$ cat config.mk
export PLATFORM = sky130hd
export DESIGN_NAME = record_field_layout
export DESIGN_NICKNAME = d
export VERILOG_FILES = /design/src/hdl/rfl_pkg.sv /design/src/hdl/record_field_layout.sv /design/src/hdl/rfl_front.sv /design/src/hdl/rfl_cmd_fifo.sv /design/src/hdl/rfl_back.sv
export SDC_FILE = /design/constraint.sdc
export NUM_CORES = 2
export LEC_CHECK = 0
export BUFFER_PORTS_ARGS = -buffer_cell sky130_fd_sc_hd__buf_2
export CAP_MARGIN = 20
export CORE_UTILIZATION = 50
export CTS_BUF_LIST = sky130_fd_sc_hd__clkbuf_8
export CTS_CLUSTER_DIAMETER = 30
export CTS_CLUSTER_SIZE = 25
export DETAILED_ROUTE_END_ITERATION = 6
export HOLD_SLACK_MARGIN = 0.15
export PLACE_DENSITY = 0.68
export SYNTH_ARGS = -nofsm -noshare
export SYNTH_HDL_FRONTEND = slang
export SYNTH_SLANG_ARGS = --single-unit
$ cat constraint.sdc
create_clock -name clk_i -period 6.3 [get_ports clk_i]
set_input_delay 1.26 -clock clk_i [delete_from_list [all_inputs] [get_ports clk_i]]
set_output_delay 1.26 -clock clk_i [all_outputs]
set_load 0.02 [all_outputs]
$ cat src/hdl/rfl_pkg.sv
// ----------------------------------------------------------------------------
// rfl_pkg: shared types and constants for the record field layout block
// Command and result records, status codes and a small helper function.
// ----------------------------------------------------------------------------
`default_nettype none

package rfl_pkg;

  localparam int unsigned SizeW    = 16;
  localparam int unsigned AlignW   = 13;
  localparam int unsigned ClsW     = 4;
  localparam int unsigned NumCls   = 13;
  localparam int unsigned RunW     = 23;
  localparam int unsigned OfsW     = 22;
  localparam int unsigned IndexW   = 6;
  localparam int unsigned CountW   = 7;
  localparam int unsigned CfgIdxW  = 2;
  localparam int unsigned CfgDataW = 13;

  localparam logic [CfgIdxW-1:0] CfgOptimize = 2'd0;
  localparam logic [CfgIdxW-1:0] CfgMaxAlign = 2'd1;

  localparam logic OpAppend = 1'b0;
  localparam logic OpFinish = 1'b1;

  localparam logic [AlignW-1:0] MaxAlignReset = 13'd16;
  localparam logic [RunW-1:0]   HeaderBytes   = 23'd4;
  localparam logic [OfsW-1:0]   OfsMax        = 22'h3FFFFF;
  localparam logic [OfsW-1:0]   TotalMax      = 22'h3FFFF8;
  localparam logic [OfsW-1:0]   EmptyTotal    = 22'd8;

  typedef enum logic [1:0] {
    StOk       = 2'd0,
    StBadAlign = 2'd1,
    StTooMany  = 2'd2
  } status_e;

  // One entry of the queue between the front and the back.
  typedef struct packed {
    logic               kind;
    logic [SizeW-1:0]   size;
    logic [ClsW-1:0]    cls;
    logic               raw_safe;
    status_e            status;
    logic [CountW-1:0]  count;
    logic               optimize;
    logic [NumCls-1:0]  cls_mask;
  } cmd_t;

  // One stored field descriptor.
  typedef struct packed {
    logic [SizeW-1:0] size;
    logic [ClsW-1:0]  cls;
    logic             raw_safe;
  } desc_t;

  // One result item.
  typedef struct packed {
    logic [IndexW-1:0] field_index;
    logic [OfsW-1:0]   field_offset;
    logic              needs_custom_copy;
    logic [OfsW-1:0]   total_size;
    logic [CountW-1:0] field_count;
    status_e           status;
    logic              last;
  } res_t;

  // Index of the highest set bit of a 13-bit mask (0 when the mask is empty).
  function automatic logic [ClsW-1:0] msb_index(input logic [NumCls-1:0] m);
    logic [ClsW-1:0] r;
    r = '0;
    for (int i = 0; i < NumCls; i++) begin
      if (m[i]) begin
        r = ClsW'(i);
      end
    end
    return r;
  endfunction

endpackage

`default_nettype wire

$ cat src/hdl/record_field_layout.sv
// An append passes through the front end and the command queue into the back end. A finish
// places its fields (with optimize set, in one walk per alignment class present), rounds the
// total and then emits one result per field in load order. Error and empty finishes answer
// with a single result. Output stalls delay all of these.
// Throughput: one append per cycle while the input is not stalled; one finish at a time.
// Reset: asynchronous and active low; the layout is cleared, optimize is 0, max_align is 16.
// ----------------------------------------------------------------------------
// record_field_layout: record layout engine with alignment padding
// Takes field descriptors one by one and, on a finish item, reports the byte
// offset of every field, the padded record size and a status code.
// ----------------------------------------------------------------------------
`default_nettype none

module record_field_layout #(
  parameter int unsigned MAX_FIELDS = 32
) (
  input  wire logic                          clk_i,
  input  wire logic                          rst_ni,

  // Configuration write channel.
  input  wire logic                          cfg_valid_i,
  output logic                               cfg_ready_o,
  input  wire logic [rfl_pkg::CfgIdxW-1:0]   cfg_index_i,
  input  wire logic [rfl_pkg::CfgDataW-1:0]  cfg_data_i,

  // Input item channel.
  input  wire logic                          in_valid_i,
  output logic                               in_stall_o,
  input  wire logic                          in_op_i,
  input  wire logic [rfl_pkg::SizeW-1:0]     in_field_size_i,
  input  wire logic [rfl_pkg::AlignW-1:0]    in_field_align_i,
  input  wire logic                          in_raw_copy_safe_i,

  // Result channel.
  output logic                               out_valid_o,
  input  wire logic                          out_stall_i,
  output logic [rfl_pkg::IndexW-1:0]         out_field_index_o,
  output logic [rfl_pkg::OfsW-1:0]           out_field_offset_o,
  output logic                               out_needs_custom_copy_o,
  output logic [rfl_pkg::OfsW-1:0]           out_total_size_o,
  output logic [rfl_pkg::CountW-1:0]         out_field_count_o,
  output logic [1:0]                         out_status_o,
  output logic                               out_last_o
);

  // The front end owns the configuration registers and the per-layout
  // bookkeeping: it counts descriptors, drops the ones beyond capacity and
  // keeps a mask of the alignment classes seen, plus a flag for any
  // alignment that is not a power of two. The alignment check against
  // max_align is therefore made once, at finish time, from that mask.
  //
  // Each transfer that does real work becomes a command in a two-entry
  // queue. The back end writes appended descriptors into its descriptor
  // memory and, on a finish command, walks that memory once per alignment
  // class (or once in load order), storing each field's offset in an offset
  // memory. A second walk in load order then emits one result per field.

  logic          push;
  logic          pop;
  logic          full;
  logic          cmd_valid;
  rfl_pkg::cmd_t cmd_in;
  rfl_pkg::cmd_t cmd_out;
  rfl_pkg::res_t res;

  // Configuration writes are always taken.
  assign cfg_ready_o = 1'b1;

  rfl_front #(
    .MAX_FIELDS (MAX_FIELDS)
  ) u_front (
    .clk_i              (clk_i),
    .rst_ni             (rst_ni),
    .cfg_valid_i        (cfg_valid_i),
    .cfg_index_i        (cfg_index_i),
    .cfg_data_i         (cfg_data_i),
    .in_valid_i         (in_valid_i),
    .in_stall_o         (in_stall_o),
    .in_op_i            (in_op_i),
    .in_field_size_i    (in_field_size_i),
    .in_field_align_i   (in_field_align_i),
    .in_raw_copy_safe_i (in_raw_copy_safe_i),
    .full_i             (full),
    .push_o             (push),
    .cmd_o              (cmd_in)
  );

  rfl_cmd_fifo u_fifo (
    .clk_i   (clk_i),
    .rst_ni  (rst_ni),
    .push_i  (push),
    .data_i  (cmd_in),
    .full_o  (full),
    .pop_i   (pop),
    .valid_o (cmd_valid),
    .data_o  (cmd_out)
  );

  rfl_back #(
    .MAX_FIELDS (MAX_FIELDS)
  ) u_back (
    .clk_i       (clk_i),
    .rst_ni      (rst_ni),
    .cmd_valid_i (cmd_valid),
    .cmd_i       (cmd_out),
    .pop_o       (pop),
    .out_valid_o (out_valid_o),
    .out_stall_i (out_stall_i),
    .res_o       (res)
  );

  // The result register in the back end drives the payload ports directly.
  assign out_field_index_o       = res.field_index;
  assign out_field_offset_o      = res.field_offset;
  assign out_needs_custom_copy_o = res.needs_custom_copy;
  assign out_total_size_o        = res.total_size;
  assign out_field_count_o       = res.field_count;
  assign out_status_o            = res.status;
  assign out_last_o              = res.last;

endmodule

`default_nettype wire

$ cat src/hdl/rfl_front.sv
// ----------------------------------------------------------------------------
// rfl_front: input side of the record field layout block
// Holds the configuration, counts and classifies descriptors, builds commands.
// ----------------------------------------------------------------------------
`default_nettype none

module rfl_front #(
  parameter int unsigned MAX_FIELDS = 32
) (
  input  wire logic                          clk_i,
  input  wire logic                          rst_ni,
  input  wire logic                          cfg_valid_i,
  input  wire logic [rfl_pkg::CfgIdxW-1:0]   cfg_index_i,
  input  wire logic [rfl_pkg::CfgDataW-1:0]  cfg_data_i,
  input  wire logic                          in_valid_i,
  output logic                               in_stall_o,
  input  wire logic                          in_op_i,
  input  wire logic [rfl_pkg::SizeW-1:0]     in_field_size_i,
  input  wire logic [rfl_pkg::AlignW-1:0]    in_field_align_i,
  input  wire logic                          in_raw_copy_safe_i,
  input  wire logic                          full_i,
  output logic                               push_o,
  output rfl_pkg::cmd_t                      cmd_o
);

  localparam int unsigned CntW = $clog2(MAX_FIELDS + 1);

  logic                          optimize_q;
  logic [rfl_pkg::AlignW-1:0]    max_align_q;
  logic [CntW-1:0]               cnt_q, cnt_d;
  logic                          ovf_q, ovf_d;
  logic                          nonpow2_q, nonpow2_d;
  logic [rfl_pkg::NumCls-1:0]    cls_mask_q, cls_mask_d;

  logic                          accept;
  logic                          is_pow2;
  logic                          room;
  logic [rfl_pkg::NumCls-1:0]    allowed;
  logic                          too_big;

  always_ff @(posedge clk_i or negedge rst_ni) begin
    if (!rst_ni) begin
      optimize_q  <= 1'b0;
      max_align_q <= rfl_pkg::MaxAlignReset;
    end else if (cfg_valid_i) begin
      if (cfg_index_i == rfl_pkg::CfgOptimize) begin
        optimize_q <= cfg_data_i[0];
      end else if (cfg_index_i == rfl_pkg::CfgMaxAlign) begin
        max_align_q <= cfg_data_i;
      end
    end
  end

  always_comb begin
    accept     = in_valid_i && !full_i;
    in_stall_o = full_i;
    is_pow2    = (in_field_align_i != '0) &&
                 ((in_field_align_i & (in_field_align_i - 13'd1)) == '0);
    room       = cnt_q < CntW'(MAX_FIELDS);

    for (int c = 0; c < rfl_pkg::NumCls; c++) begin
      allowed[c] = max_align_q >= (13'd1 << c);
    end
    too_big = |(cls_mask_q & ~allowed);

    cmd_o.kind     = in_op_i;
    cmd_o.size     = in_field_size_i;
    cmd_o.cls      = rfl_pkg::msb_index(in_field_align_i);
    cmd_o.raw_safe = in_raw_copy_safe_i;
    cmd_o.count    = rfl_pkg::CountW'(cnt_q);
    cmd_o.optimize = optimize_q;
    cmd_o.cls_mask = cls_mask_q;
    if (ovf_q) begin
      cmd_o.status = rfl_pkg::StTooMany;
    end else if (nonpow2_q || too_big) begin
      cmd_o.status = rfl_pkg::StBadAlign;
    end else begin
      cmd_o.status = rfl_pkg::StOk;
    end

    push_o = accept && ((in_op_i == rfl_pkg::OpFinish) || room);

    cnt_d      = cnt_q;
    ovf_d      = ovf_q;
    nonpow2_d  = nonpow2_q;
    cls_mask_d = cls_mask_q;
    if (accept) begin
      if (in_op_i == rfl_pkg::OpFinish) begin
        cnt_d      = '0;
        ovf_d      = 1'b0;
        nonpow2_d  = 1'b0;
        cls_mask_d = '0;
      end else if (room) begin
        cnt_d = cnt_q + CntW'(1);
        if (is_pow2) begin
          cls_mask_d = cls_mask_q | in_field_align_i;
        end else begin
          nonpow2_d = 1'b1;
        end
      end else begin
        ovf_d = 1'b1;
      end
    end
  end

  always_ff @(posedge clk_i or negedge rst_ni) begin
    if (!rst_ni) begin
      cnt_q      <= '0;
      ovf_q      <= 1'b0;
      nonpow2_q  <= 1'b0;
      cls_mask_q <= '0;
    end else begin
      cnt_q      <= cnt_d;
      ovf_q      <= ovf_d;
      nonpow2_q  <= nonpow2_d;
      cls_mask_q <= cls_mask_d;
    end
  end

endmodule

`default_nettype wire

$ cat src/hdl/rfl_cmd_fifo.sv
// ----------------------------------------------------------------------------
// rfl_cmd_fifo: two-entry command queue
// Decouples the descriptor front end from the layout back end.
// ----------------------------------------------------------------------------
`default_nettype none

module rfl_cmd_fifo (
  input  wire logic    clk_i,
  input  wire logic    rst_ni,
  input  wire logic    push_i,
  input  rfl_pkg::cmd_t data_i,
  output logic         full_o,
  input  wire logic    pop_i,
  output logic         valid_o,
  output rfl_pkg::cmd_t data_o
);

  rfl_pkg::cmd_t mem_q [2];
  logic          wr_ptr_q;
  logic          rd_ptr_q;
  logic [1:0]    cnt_q;

  always_comb begin
    full_o  = cnt_q == 2'd2;
    valid_o = cnt_q != 2'd0;
    data_o  = mem_q[rd_ptr_q];
  end

  always_ff @(posedge clk_i) begin
    if (push_i) begin
      mem_q[wr_ptr_q] <= data_i;
    end
  end

  always_ff @(posedge clk_i or negedge rst_ni) begin
    if (!rst_ni) begin
      wr_ptr_q <= 1'b0;
      rd_ptr_q <= 1'b0;
      cnt_q    <= 2'd0;
    end else begin
      if (push_i) begin
        wr_ptr_q <= ~wr_ptr_q;
      end
      if (pop_i) begin
        rd_ptr_q <= ~rd_ptr_q;
      end
      cnt_q <= cnt_q + {1'b0, push_i} - {1'b0, pop_i};
    end
  end

endmodule

`default_nettype wire

$ cat src/hdl/rfl_back.sv
// ----------------------------------------------------------------------------
// rfl_back: layout engine of the record field layout block
// Stores descriptors, places fields class by class or in load order and emits the results.
// ----------------------------------------------------------------------------
`default_nettype none

module rfl_back #(
  parameter int unsigned MAX_FIELDS = 32
) (
  input  wire logic     clk_i,
  input  wire logic     rst_ni,
  input  wire logic     cmd_valid_i,
  input  rfl_pkg::cmd_t cmd_i,
  output logic          pop_o,
  output logic          out_valid_o,
  input  wire logic     out_stall_i,
  output rfl_pkg::res_t res_o
);

  localparam int unsigned CntW = $clog2(MAX_FIELDS + 1);
  localparam int unsigned IdxW = (MAX_FIELDS > 1) ? $clog2(MAX_FIELDS) : 1;

  typedef enum logic [5:0] {
    BkIdle   = 6'b000001,
    BkPlace  = 6'b000010,
    BkTotal  = 6'b000100,
    BkEmitRd = 6'b001000,
    BkEmitLd = 6'b010000,
    BkEmitOne = 6'b100000
  } bk_state_e;

  bk_state_e                    state_q, state_d;
  logic [CntW-1:0]              wptr_q, wptr_d;
  logic [CntW-1:0]              n_q, n_d;
  rfl_pkg::status_e             status_q, status_d;
  logic                         opt_q, opt_d;
  logic [rfl_pkg::NumCls-1:0]   cls_left_q, cls_left_d;
  logic [rfl_pkg::ClsW-1:0]     cur_cls_q, cur_cls_d;
  logic [CntW-1:0]              addr_q, addr_d;
  logic                         rd_v_q, rd_v_d;
  logic [IdxW-1:0]              rd_idx_q, rd_idx_d;
  logic [rfl_pkg::ClsW-1:0]     rd_tag_q, rd_tag_d;
  logic [rfl_pkg::RunW-1:0]     ro_q, ro_d;
  logic [rfl_pkg::OfsW-1:0]     total_q, total_d;
  logic                         out_valid_q, out_valid_d;
  rfl_pkg::res_t                out_q, out_d;

  rfl_pkg::desc_t               desc_mem [MAX_FIELDS];
  logic [rfl_pkg::RunW-1:0]     ofs_mem [MAX_FIELDS];
  rfl_pkg::desc_t               desc_rdata_q;
  logic [rfl_pkg::RunW-1:0]     ofs_rdata_q;

  logic                         desc_we, desc_re, ofs_we, ofs_re;
  logic [IdxW-1:0]              desc_raddr;
  rfl_pkg::desc_t               desc_wdata;
  logic                         out_free;
  logic [rfl_pkg::RunW-1:0]     align_mask, aligned, ro_next;
  logic                         fit;
  logic [rfl_pkg::NumCls-1:0]   cls_rest;
  logic [rfl_pkg::RunW:0]       rounded;

  always_ff @(posedge clk_i) begin
    if (desc_we) begin
      desc_mem[wptr_q[IdxW-1:0]] <= desc_wdata;
    end
    if (desc_re) begin
      desc_rdata_q <= desc_mem[desc_raddr];
    end
  end

  always_ff @(posedge clk_i) begin
    if (ofs_we) begin
      ofs_mem[rd_idx_q] <= aligned;
    end
    if (ofs_re) begin
      ofs_rdata_q <= ofs_mem[addr_q[IdxW-1:0]];
    end
  end

  always_comb begin
    state_d     = state_q;
    wptr_d      = wptr_q;
    n_d         = n_q;
    status_d    = status_q;
    opt_d       = opt_q;
    cls_left_d  = cls_left_q;
    cur_cls_d   = cur_cls_q;
    addr_d      = addr_q;
    rd_v_d      = rd_v_q;
    rd_idx_d    = rd_idx_q;
    rd_tag_d    = rd_tag_q;
    ro_d        = ro_q;
    total_d     = total_q;
    out_d       = out_q;
    pop_o       = 1'b0;
    desc_we     = 1'b0;
    desc_re     = 1'b0;
    ofs_we      = 1'b0;
    ofs_re      = 1'b0;
    desc_raddr  = addr_q[IdxW-1:0];
    desc_wdata.size     = cmd_i.size;
    desc_wdata.cls      = cmd_i.cls;
    desc_wdata.raw_safe = cmd_i.raw_safe;

    out_free = !out_valid_q || !out_stall_i;

    // Round the running offset up to the field's alignment, then add its size.
    align_mask = (rfl_pkg::RunW'(1) << desc_rdata_q.cls) - rfl_pkg::RunW'(1);
    aligned    = (ro_q + align_mask) & ~align_mask;
    ro_next    = aligned + rfl_pkg::RunW'(desc_rdata_q.size);
    fit        = rd_v_q && (!opt_q || (desc_rdata_q.cls == rd_tag_q));
    cls_rest   = cls_left_q & ~(rfl_pkg::NumCls'(1) << cur_cls_q);
    rounded    = ({1'b0, ro_q} + 24'd7) & ~24'd7;

    out_valid_d = out_valid_q && out_stall_i;

    unique case (state_q)
      BkIdle: begin
        if (cmd_valid_i) begin
          pop_o = 1'b1;
          if (cmd_i.kind == rfl_pkg::OpAppend) begin
            desc_we = 1'b1;
            wptr_d  = wptr_q + CntW'(1);
          end else begin
            wptr_d     = '0;
            n_d        = CntW'(cmd_i.count);
            status_d   = cmd_i.status;
            opt_d      = cmd_i.optimize;
            cls_left_d = cmd_i.cls_mask;
            cur_cls_d  = rfl_pkg::msb_index(cmd_i.cls_mask);
            addr_d     = '0;
            rd_v_d     = 1'b0;
            ro_d       = rfl_pkg::HeaderBytes;
            if ((cmd_i.status != rfl_pkg::StOk) || (cmd_i.count == '0)) begin
              state_d = BkEmitOne;
            end else begin
              state_d = BkPlace;
            end
          end
        end
      end

      BkPlace: begin
        if (fit) begin
          ofs_we = 1'b1;
          ro_d   = ro_next;
        end
        if (addr_q < n_q) begin
          desc_re  = 1'b1;
          rd_v_d   = 1'b1;
          rd_idx_d = addr_q[IdxW-1:0];
          rd_tag_d = cur_cls_q;
          addr_d   = addr_q + CntW'(1);
        end else begin
          rd_v_d = 1'b0;
          if (opt_q && (cls_rest != '0)) begin
            cls_left_d = cls_rest;
            cur_cls_d  = rfl_pkg::msb_index(cls_rest);
            addr_d     = '0;
          end else if (!rd_v_q) begin
            state_d = BkTotal;
          end
        end
      end

      BkTotal: begin
        if (rounded > {2'b00, rfl_pkg::TotalMax}) begin
          total_d = rfl_pkg::TotalMax;
        end else begin
          total_d = rounded[rfl_pkg::OfsW-1:0];
        end
        addr_d  = '0;
        state_d = BkEmitRd;
      end

      BkEmitRd: begin
        desc_re = 1'b1;
        ofs_re  = 1'b1;
        state_d = BkEmitLd;
      end

      BkEmitLd: begin
        if (out_free) begin
          out_valid_d             = 1'b1;
          out_d.field_index       = rfl_pkg::IndexW'(addr_q);
          out_d.field_offset      = (ofs_rdata_q > {1'b0, rfl_pkg::OfsMax}) ?
                                    rfl_pkg::OfsMax : ofs_rdata_q[rfl_pkg::OfsW-1:0];
          out_d.needs_custom_copy = ~desc_rdata_q.raw_safe;
          out_d.total_size        = total_q;
          out_d.field_count       = rfl_pkg::CountW'(n_q);
          out_d.status            = rfl_pkg::StOk;
          out_d.last              = (addr_q + CntW'(1)) == n_q;
          addr_d                  = addr_q + CntW'(1);
          state_d                 = ((addr_q + CntW'(1)) == n_q) ? BkIdle : BkEmitRd;
        end
      end

      BkEmitOne: begin
        if (out_free) begin
          out_valid_d             = 1'b1;
          out_d.field_index       = '0;
          out_d.field_offset      = '0;
          out_d.needs_custom_copy = 1'b0;
          out_d.total_size        = (status_q == rfl_pkg::StOk) ? rfl_pkg::EmptyTotal : '0;
          out_d.field_count       = rfl_pkg::CountW'(n_q);
          out_d.status            = status_q;
          out_d.last              = 1'b1;
          state_d                 = BkIdle;
        end
      end

      default: begin
        state_d = BkIdle;
      end
    endcase
  end

  always_ff @(posedge clk_i) begin
    n_q        <= n_d;
    status_q   <= status_d;
    opt_q      <= opt_d;
    cls_left_q <= cls_left_d;
    cur_cls_q  <= cur_cls_d;
    rd_idx_q   <= rd_idx_d;
    rd_tag_q   <= rd_tag_d;
    ro_q       <= ro_d;
    total_q    <= total_d;
    out_q      <= out_d;
  end

  always_ff @(posedge clk_i or negedge rst_ni) begin
    if (!rst_ni) begin
      state_q     <= BkIdle;
      wptr_q      <= '0;
      addr_q      <= '0;
      rd_v_q      <= 1'b0;
      out_valid_q <= 1'b0;
    end else begin
      state_q     <= state_d;
      wptr_q      <= wptr_d;
      addr_q      <= addr_d;
      rd_v_q      <= rd_v_d;
      out_valid_q <= out_valid_d;
    end
  end

  assign out_valid_o = out_valid_q;
  assign res_o       = out_q;

endmodule

`default_nettype wire

Word-level counts from Yosys, hierarchy flattened
Memories as Yosys holds them, arrays and structs flattened. A register that Yosys moved wholly into a read port is not among the register bits. Cells that the tools add are included.

Memory bits (read-only): 0. Bits in latches: 0. Bits in registers: 200. Memories kept: 3. Output and inout port bits: 64. Word-level logic and storage cells: 247. RAM bits: 1496. Input port bits: 51.

Magnitude comparators: 17. Equal/unequal tests: 22. $add $sub $neg: 10. Div/mod/pow operators: 0. Muxes and demuxes: 105. Reductions and logical operators: 45. $mul: 0. Bitwise operators: 12. Shift-type cells: 2.

Memories: u_back.ofs_mem (words 32, bits a word 23, read ports 1, clocked after Yosys merged registers in 1, write ports 1, RTL line rfl_back.sv:49) `logic [rfl_pkg::RunW-1:0] ofs_mem [MAX_FIELDS];`; u_back.desc_mem (words 32, bits a word 21, read ports 1, clocked after Yosys merged registers in 1, write ports 1, RTL line rfl_back.sv:48) `rfl_pkg::desc_t desc_mem [MAX_FIELDS];`; u_fifo.mem_q (words 2, bits a word 44, read ports 1, clocked after Yosys merged registers in 0, write ports 1, RTL line rfl_cmd_fifo.sv:18) `rfl_pkg::cmd_t mem_q [2];`.

Operators with widths (count): $mux 61 (2); $pmux 61 s2 (1); $mux 6 (16); $mux 13 (7); $mux 4 (21); $mux 23 (3); $pmux 23 s2 (1); $and 13x13->13 (3); $mux 3 (12); $pmux 6 s6 (1); $mux 1 (28); $not 13->13 (2); $pmux 13 s2 (1); $reduce_bool 13->1 (2); $add 23x3->24 const B (1); $gt 24x22->1 const B (1); $pmux 6 s4 (1); $add 23x16->23 (1); $add 23x23->23 (1); $and 23x23->23 (1); $gt 23x22->1 const B (1); $not 23->23 (1); $shl 1x4->23 const A (1); $sub 23x2->23 const B (1); 54 further kinds (103).

Depth between registers and ports, before layout
Depth in word-level cells: 18. Gate-level depth with buffers: 27. Mapped depth without buffers: 26.

Cells and area by module
Synthesis repeated with hierarchy kept, for this count alone.

Cell total of the unflattened synthesis: 3389. Area total of the unflattened synthesis: 69614.3 um2.

By module, submodules not included: rfl_back (instances 1, area each 64026.4 um2, cells an instance 3052, sequential area each 48102.4 um2); rfl_cmd_fifo (instances 1, area each 3646.0 um2, cells an instance 155, sequential area each 2802.7 um2); rfl_front (instances 1, area each 1930.6 um2, cells an instance 180, sequential area each 877.1 um2); record_field_layout (instances 1, area each 11.3 um2, cells an instance 2, sequential area each 0.0 um2).

Worst setup path before layout
Ideal clock, no wire load.

Path type: reg-to-reg. Start point: register u_back.desc_rdata_q[4] (netlist name). End point: register u_back.ro_q[22] (netlist name), data pin. Period minus slack after synthesis: 6340 ps. Required time: 6162 ps. Path buffers: 1. Setup slack: -40 ps. Cell stages (with the launch flop): 22. Setup time: 138 ps. Arrival time: 6201 ps. Path through: edfxtp_1 > or4_4 > ha_1 > clkbuf_1 > nor3_1 > mux2i_1 > o2bb2ai_1 > ha_1 > o21a_1 > o31a_1 > a211oi_1 > ha_1 > o21a_1 > o31a_1 > o31ai_1 > a31oi_1 > o21bai_1 > o21ai_0 > nor2b_2 > nand4_1 > or4_1 > nand2_1.

Word-level cells in the longest chain between the ends: 7. Elaborated cells on any way between the ends: 8. Classes of those cells: add/sub: 3; shift: 1; mux: 2; bitwise: 2.

Ends and longest elaborated chain: $shl 1x4->23 * (RTL line rfl_back.sv:108) `align_mask = (rfl_pkg::RunW'(1) << desc_rdata_q.cls) - rfl_pkg::RunW'(1);`; $sub 23x2->23 * (RTL line rfl_back.sv:108); $add 23x23->23 or $not 23->23 (tied branches) (RTL line rfl_back.sv:109) `aligned = (ro_q + align_mask) & ~align_mask;`; $and 23x23->23 * (RTL line rfl_back.sv:109); named net u_back.aligned (one bit) (RTL line rfl_back.sv:57) `logic [rfl_pkg::RunW-1:0] align_mask, aligned, ro_next;`; $add 23x16->23 * (RTL line rfl_back.sv:110) `ro_next = aligned + rfl_pkg::RunW'(desc_rdata_q.size);`; $mux 23 * (RTL line rfl_back.sv:144) `if (fit) begin`; $pmux 23 s2 * (RTL line rfl_back.sv:117) `unique case (state_q)`; end signal: assignment (RTL line rfl_back.sv:226) `ro_q <= ro_d;`; end: declaration (RTL line rfl_back.sv:43) `logic [rfl_pkg::RunW-1:0] ro_q, ro_d;`.

Mark *: on every way through the listed nets, which the timed path passes. The rest lies on a longest branch. The select of a mux whose other input is x is not followed. A chain may end at the register's enable or synchronous reset.

Worst setup path in the final report
Start point: register u_back.desc_rdata_q[3] (netlist name). End point: register u_back.ro_q[22] (netlist name), data pin.

Word-level cells in the longest chain between the ends: 7. Elaborated cells on any way between the ends: 8. Classes of those cells: add/sub: 3; shift: 1; mux: 2; bitwise: 2.

Ends and longest elaborated chain (RTL line): $shl 1x4->23 * (rfl_back.sv:108); $sub 23x2->23 * (rfl_back.sv:108); $add 23x23->23 or $not 23->23 (tied branches) (rfl_back.sv:109); $and 23x23->23 * (rfl_back.sv:109); named net u_back.aligned (one bit) (rfl_back.sv:57); $add 23x16->23 * (rfl_back.sv:110); $mux 23 * (rfl_back.sv:144); $pmux 23 s2 * (rfl_back.sv:117).

Marks and branches as above.

==> impl_metrics.env <==
export IMPL_nets=3891
export IMPL_intPower_mw=23.4
export IMPL_cts_made_buffers=308
export IMPL_drtIter0Drc=3115
export IMPL_grt_use_total_pct=22.7
export IMPL_syn_area_per_cell_um2=20.4
export IMPL_syn_area_um2=69100
export IMPL_cts_path_max_buffers=4
export IMPL_io_pins=115
export IMPL_maxSlewHeadroom_pct=23.5
export IMPL_min_path_type="primary input to async pin"
export IMPL_synth_commonest_cells="edfxtp_1 (1674), mux4_2 (440), nor2_1 (236)"
export IMPL_die_area_um2=140000
export IMPL_floorplan_rows=136
export IMPL_setup_slack_ns=0.340
export IMPL_yosysWarnings=0
export IMPL_htree_levels=5
export IMPL_dr_wl_met3_um=9650
export IMPL_grt_start_max_net_pins=135
export IMPL_setup_viol=0
export IMPL_syn_inst=3396
export IMPL_vias_per_cell=5.96
export IMPL_worstReg2RegEnd="u_back.ro_q[22]"
export IMPL_yosys_area_top_type_share_pct=72.7
export IMPL_regArea_um2=51700
export IMPL_final_util_pct=58.0
export IMPL_clkPwrFrac_pct=34.6
export IMPL_synth_area_top_cells="edfxtp_1 (73%), mux4_2 (14%), dfrtp_1 (2.0%), mux2_2 (1.5%), nor2_1 (1.3%)"
export IMPL_tns_ns=0
export IMPL_cap_violations=0
export IMPL_max_vdd_ir_drop_uv=352
export IMPL_worstSetupStartpoint="u_back.desc_rdata_q[3]"
export IMPL_r2r_start="u_back.desc_rdata_q[3]"
export IMPL_routedWlPerCell_um=27.1
export IMPL_grt_pass1_vias=35500
export IMPL_place_gp_congestion=0.885
export IMPL_worst_endpoint_arrival_ns=6.81
export IMPL_die_x_um=374
export IMPL_seq_power_share_pct=46.5
export IMPL_ys_ff_latch=1732
export IMPL_clk_latency_ns=1.02
export IMPL_area_growth_pct=15.2
export IMPL_pwr_share_comb_pct=18.8
export IMPL_root_buffer="clkbuf_8"
export IMPL_drc=0
export IMPL_min_period_over_period_pct=94.6
export IMPL_wl_met1_um=63600
export IMPL_core_area_um2=137000
export IMPL_dp_hpwl_um=89000
export IMPL_cts_sinks=1732
export IMPL_critPathCaptureType="flip-flop"
export IMPL_first_pass_iters=5
export IMPL_ys_flop_type="edfxtp_1"
export IMPL_rsz0062_at_grt="no"
export IMPL_fin_crit_ns=5.96
export IMPL_tightestPinTransition_ns=1.14
export IMPL_power_leakage_nw=25.5
export IMPL_start_kind="flip-flop"
export IMPL_layout_drive_gt1_share_pct=34.0
export IMPL_multi_input_area_um2=17100
export IMPL_via_count=34600
export IMPL_fin_worst_skew_ns=0.0592
export IMPL_max_freq_mhz=168
export IMPL_grt_pass1_wl_um=231000
export IMPL_regToRegSetupSlack_ns=0.34
export IMPL_synth_edf_count=1674
export IMPL_synth_cell_types=85
export IMPL_routed_wl_um=157000
export IMPL_die_y_um=374
export IMPL_synth_most_common_cell="edfxtp_1"
export IMPL_status="complete, no violations"
export IMPL_netSwitchingPower_mw=9.06
export IMPL_reg2reg_depth=21
export IMPL_cp_required_ns=7.15
export IMPL_grt_overflow_total=0
export IMPL_wl_met2_um=80000
export IMPL_preCtsSetupSlack_ns=-0.287
export IMPL_swShare_pct=27.9
export IMPL_path_clk_slew_ns=0.07
export IMPL_hold_viol=0
export IMPL_yosysSeqAreaShare_pct=74.8
export IMPL_antenna_found_initial=5
export IMPL_async_flop_share_pct=3.35
export IMPL_io_buffers=109
export IMPL_highest_layer="met4"
export IMPL_fillers=9808
export IMPL_initial_core_util_pct=50.4
export IMPL_cts_hold_buf=0
export IMPL_synth_top_area_cell="edfxtp_1"
export IMPL_antenna_left=0
export IMPL_worst_setup_path_type="flip-flop to flip-flop"
export IMPL_path_max_fanout=33
export IMPL_hold_ws_ns=0.448
export IMPL_slew_violations=0
export IMPL_cts_tree="yes"
export IMPL_p_per_area_nw_per_um2=408
==> routing by layer <==
layer	up-vias	track usage, %
met5	-	0
met4	0	7.76
met3	286	3.85
met2	1312	37.8
met1	18300	30.3
li1	14800	-
==> state kept, by name, indices dropped and copies added, names as in the netlist, 2 cells and up <==
register	cells
u_fifo.cnt_q	2
u_back.state_q	6
u_back.status_q	2
u_back.res_o	57
u_back.desc_rdata_q	21
u_back.total_q	19
u_back.cur_cls_q	4
u_back.rd_idx_q	5
u_back.rd_tag_q	4
u_fifo.mem_q	88
u_front.cnt_q	6
u_back.desc_mem	672
u_back.cls_left_q	13
u_back.ofs_mem	736
u_back.wptr_q	5
u_back.ofs_rdata_q	23
u_front.cls_mask_q	13
u_back.addr_q	6
u_front.max_align_q	13
u_back.n_q	6
u_back.ro_q	23
==> logic make-up after synthesis <==
family / count (synthesis) / share of synthesized area, %
other: 2 / 0.0109
AO/OA/AOI/OAI: 272 / 2.60
adder cells (fa/ha/maj): 59 / 1.08
flip-flops: 1732 / 74.8
multiplexers: 545 / 16.0
XOR/XNOR: 60 / 0.760
AND/OR/NAND/NOR: 522 / 3.58
buffers and inverters: 204 / 1.14
==> repair_timing <==
action                     CTS  global route
hold endpoints to repair     0             0
pin swaps                    0             2
cloned                       0             1
setup endpoints to repair    2             3
setup buffers                0             4
resized for setup            2             4
==> power by group through the flow <==
stage               combinational (mW)  clock, mW  sequential, mW
floorplan                         4.10          0            15.3
global placement                  5.98          0            15.3
finish                            6.12       11.3            15.1
CTS                               6.13       11.4            15.1
detailed placement                6.11          0            15.3
global route                      6.65       11.9            15.2
==> cell usage in the layout, fill, tap and decap left out, types with 32 or more instances in the layout <==
cell type / n
buf_2: 109
edfxtp_1: 1674
ha_1: 55
clkinvlp_4: 41
and2_1: 32
mux4_2: 440
clkinv_1: 34
a21oi_1: 70
nor2_4: 35
inv_1: 72
mux2_2: 93
buf_4: 98
nand2_1: 90
clkbuf_8: 319
o21ai_0: 68
nor2_1: 159
clkinv_2: 42
dfrtp_1: 50
nor2_2: 43
bufinv_16: 39
==> layout make-up <==
class | instances | share of cell area [%]
Antenna cell | 3 | 0.00943
Clock buffer | 319 | 5.51
Clock inverter | 223 | 2.90
Inverter | 49 | 0.231
Multi-Input combinational cell | 1468 | 21.5
Sequential cell | 1732 | 65.0
Tap cell | 1794 | 2.82
Timing Repair Buffer | 224 | 2.06
==> stage by stage <==
step | cell area, um^2 | cells | power (mW)
CTS | 79500 | 5802 | 32.7
floorplan | 69200 | 3403 | 19.4
global route | 79600 | 5812 | 33.7
global placement | 72600 | 5251 | 21.3
detailed placement | 72800 | 5260 | 21.5
finish | 79600 | 5812 | 32.5
==> critical path: stages (launching register included) <==
cell	delay [ns]
edfxtp_1	0.43
or4_4	0.61
ha_1	0.25
xor2_1	0.19
ha_1	0.38
and3_1	0.20
a221oi_4	0.34
o21bai_1	0.11
a21oi_1	0.18
xor2_1	0.12
nor2_4	0.55
ha_1	0.32
nand2_1	0.11
a21oi_1	0.16
o31ai_1	0.11
a31oi_1	0.32
o21bai_1	0.19
o21ai_2	0.31
nor2b_2	0.19
nand4_1	0.15
or4_1	0.53
nand2_1	0.07
==> worst max-delay path by stage <==
stage                                 end  slack (ns)
after floorplan           u_back.ro_q[22]        0.17
after global placement    u_back.ro_q[22]       -0.16
after detailed placement  u_back.ro_q[22]       -0.29
after CTS                 u_back.ro_q[22]        0.03
after global routing      u_back.ro_q[22]        0.03
final                     u_back.ro_q[22]        0.34
(Power assumes the default switching activity.)
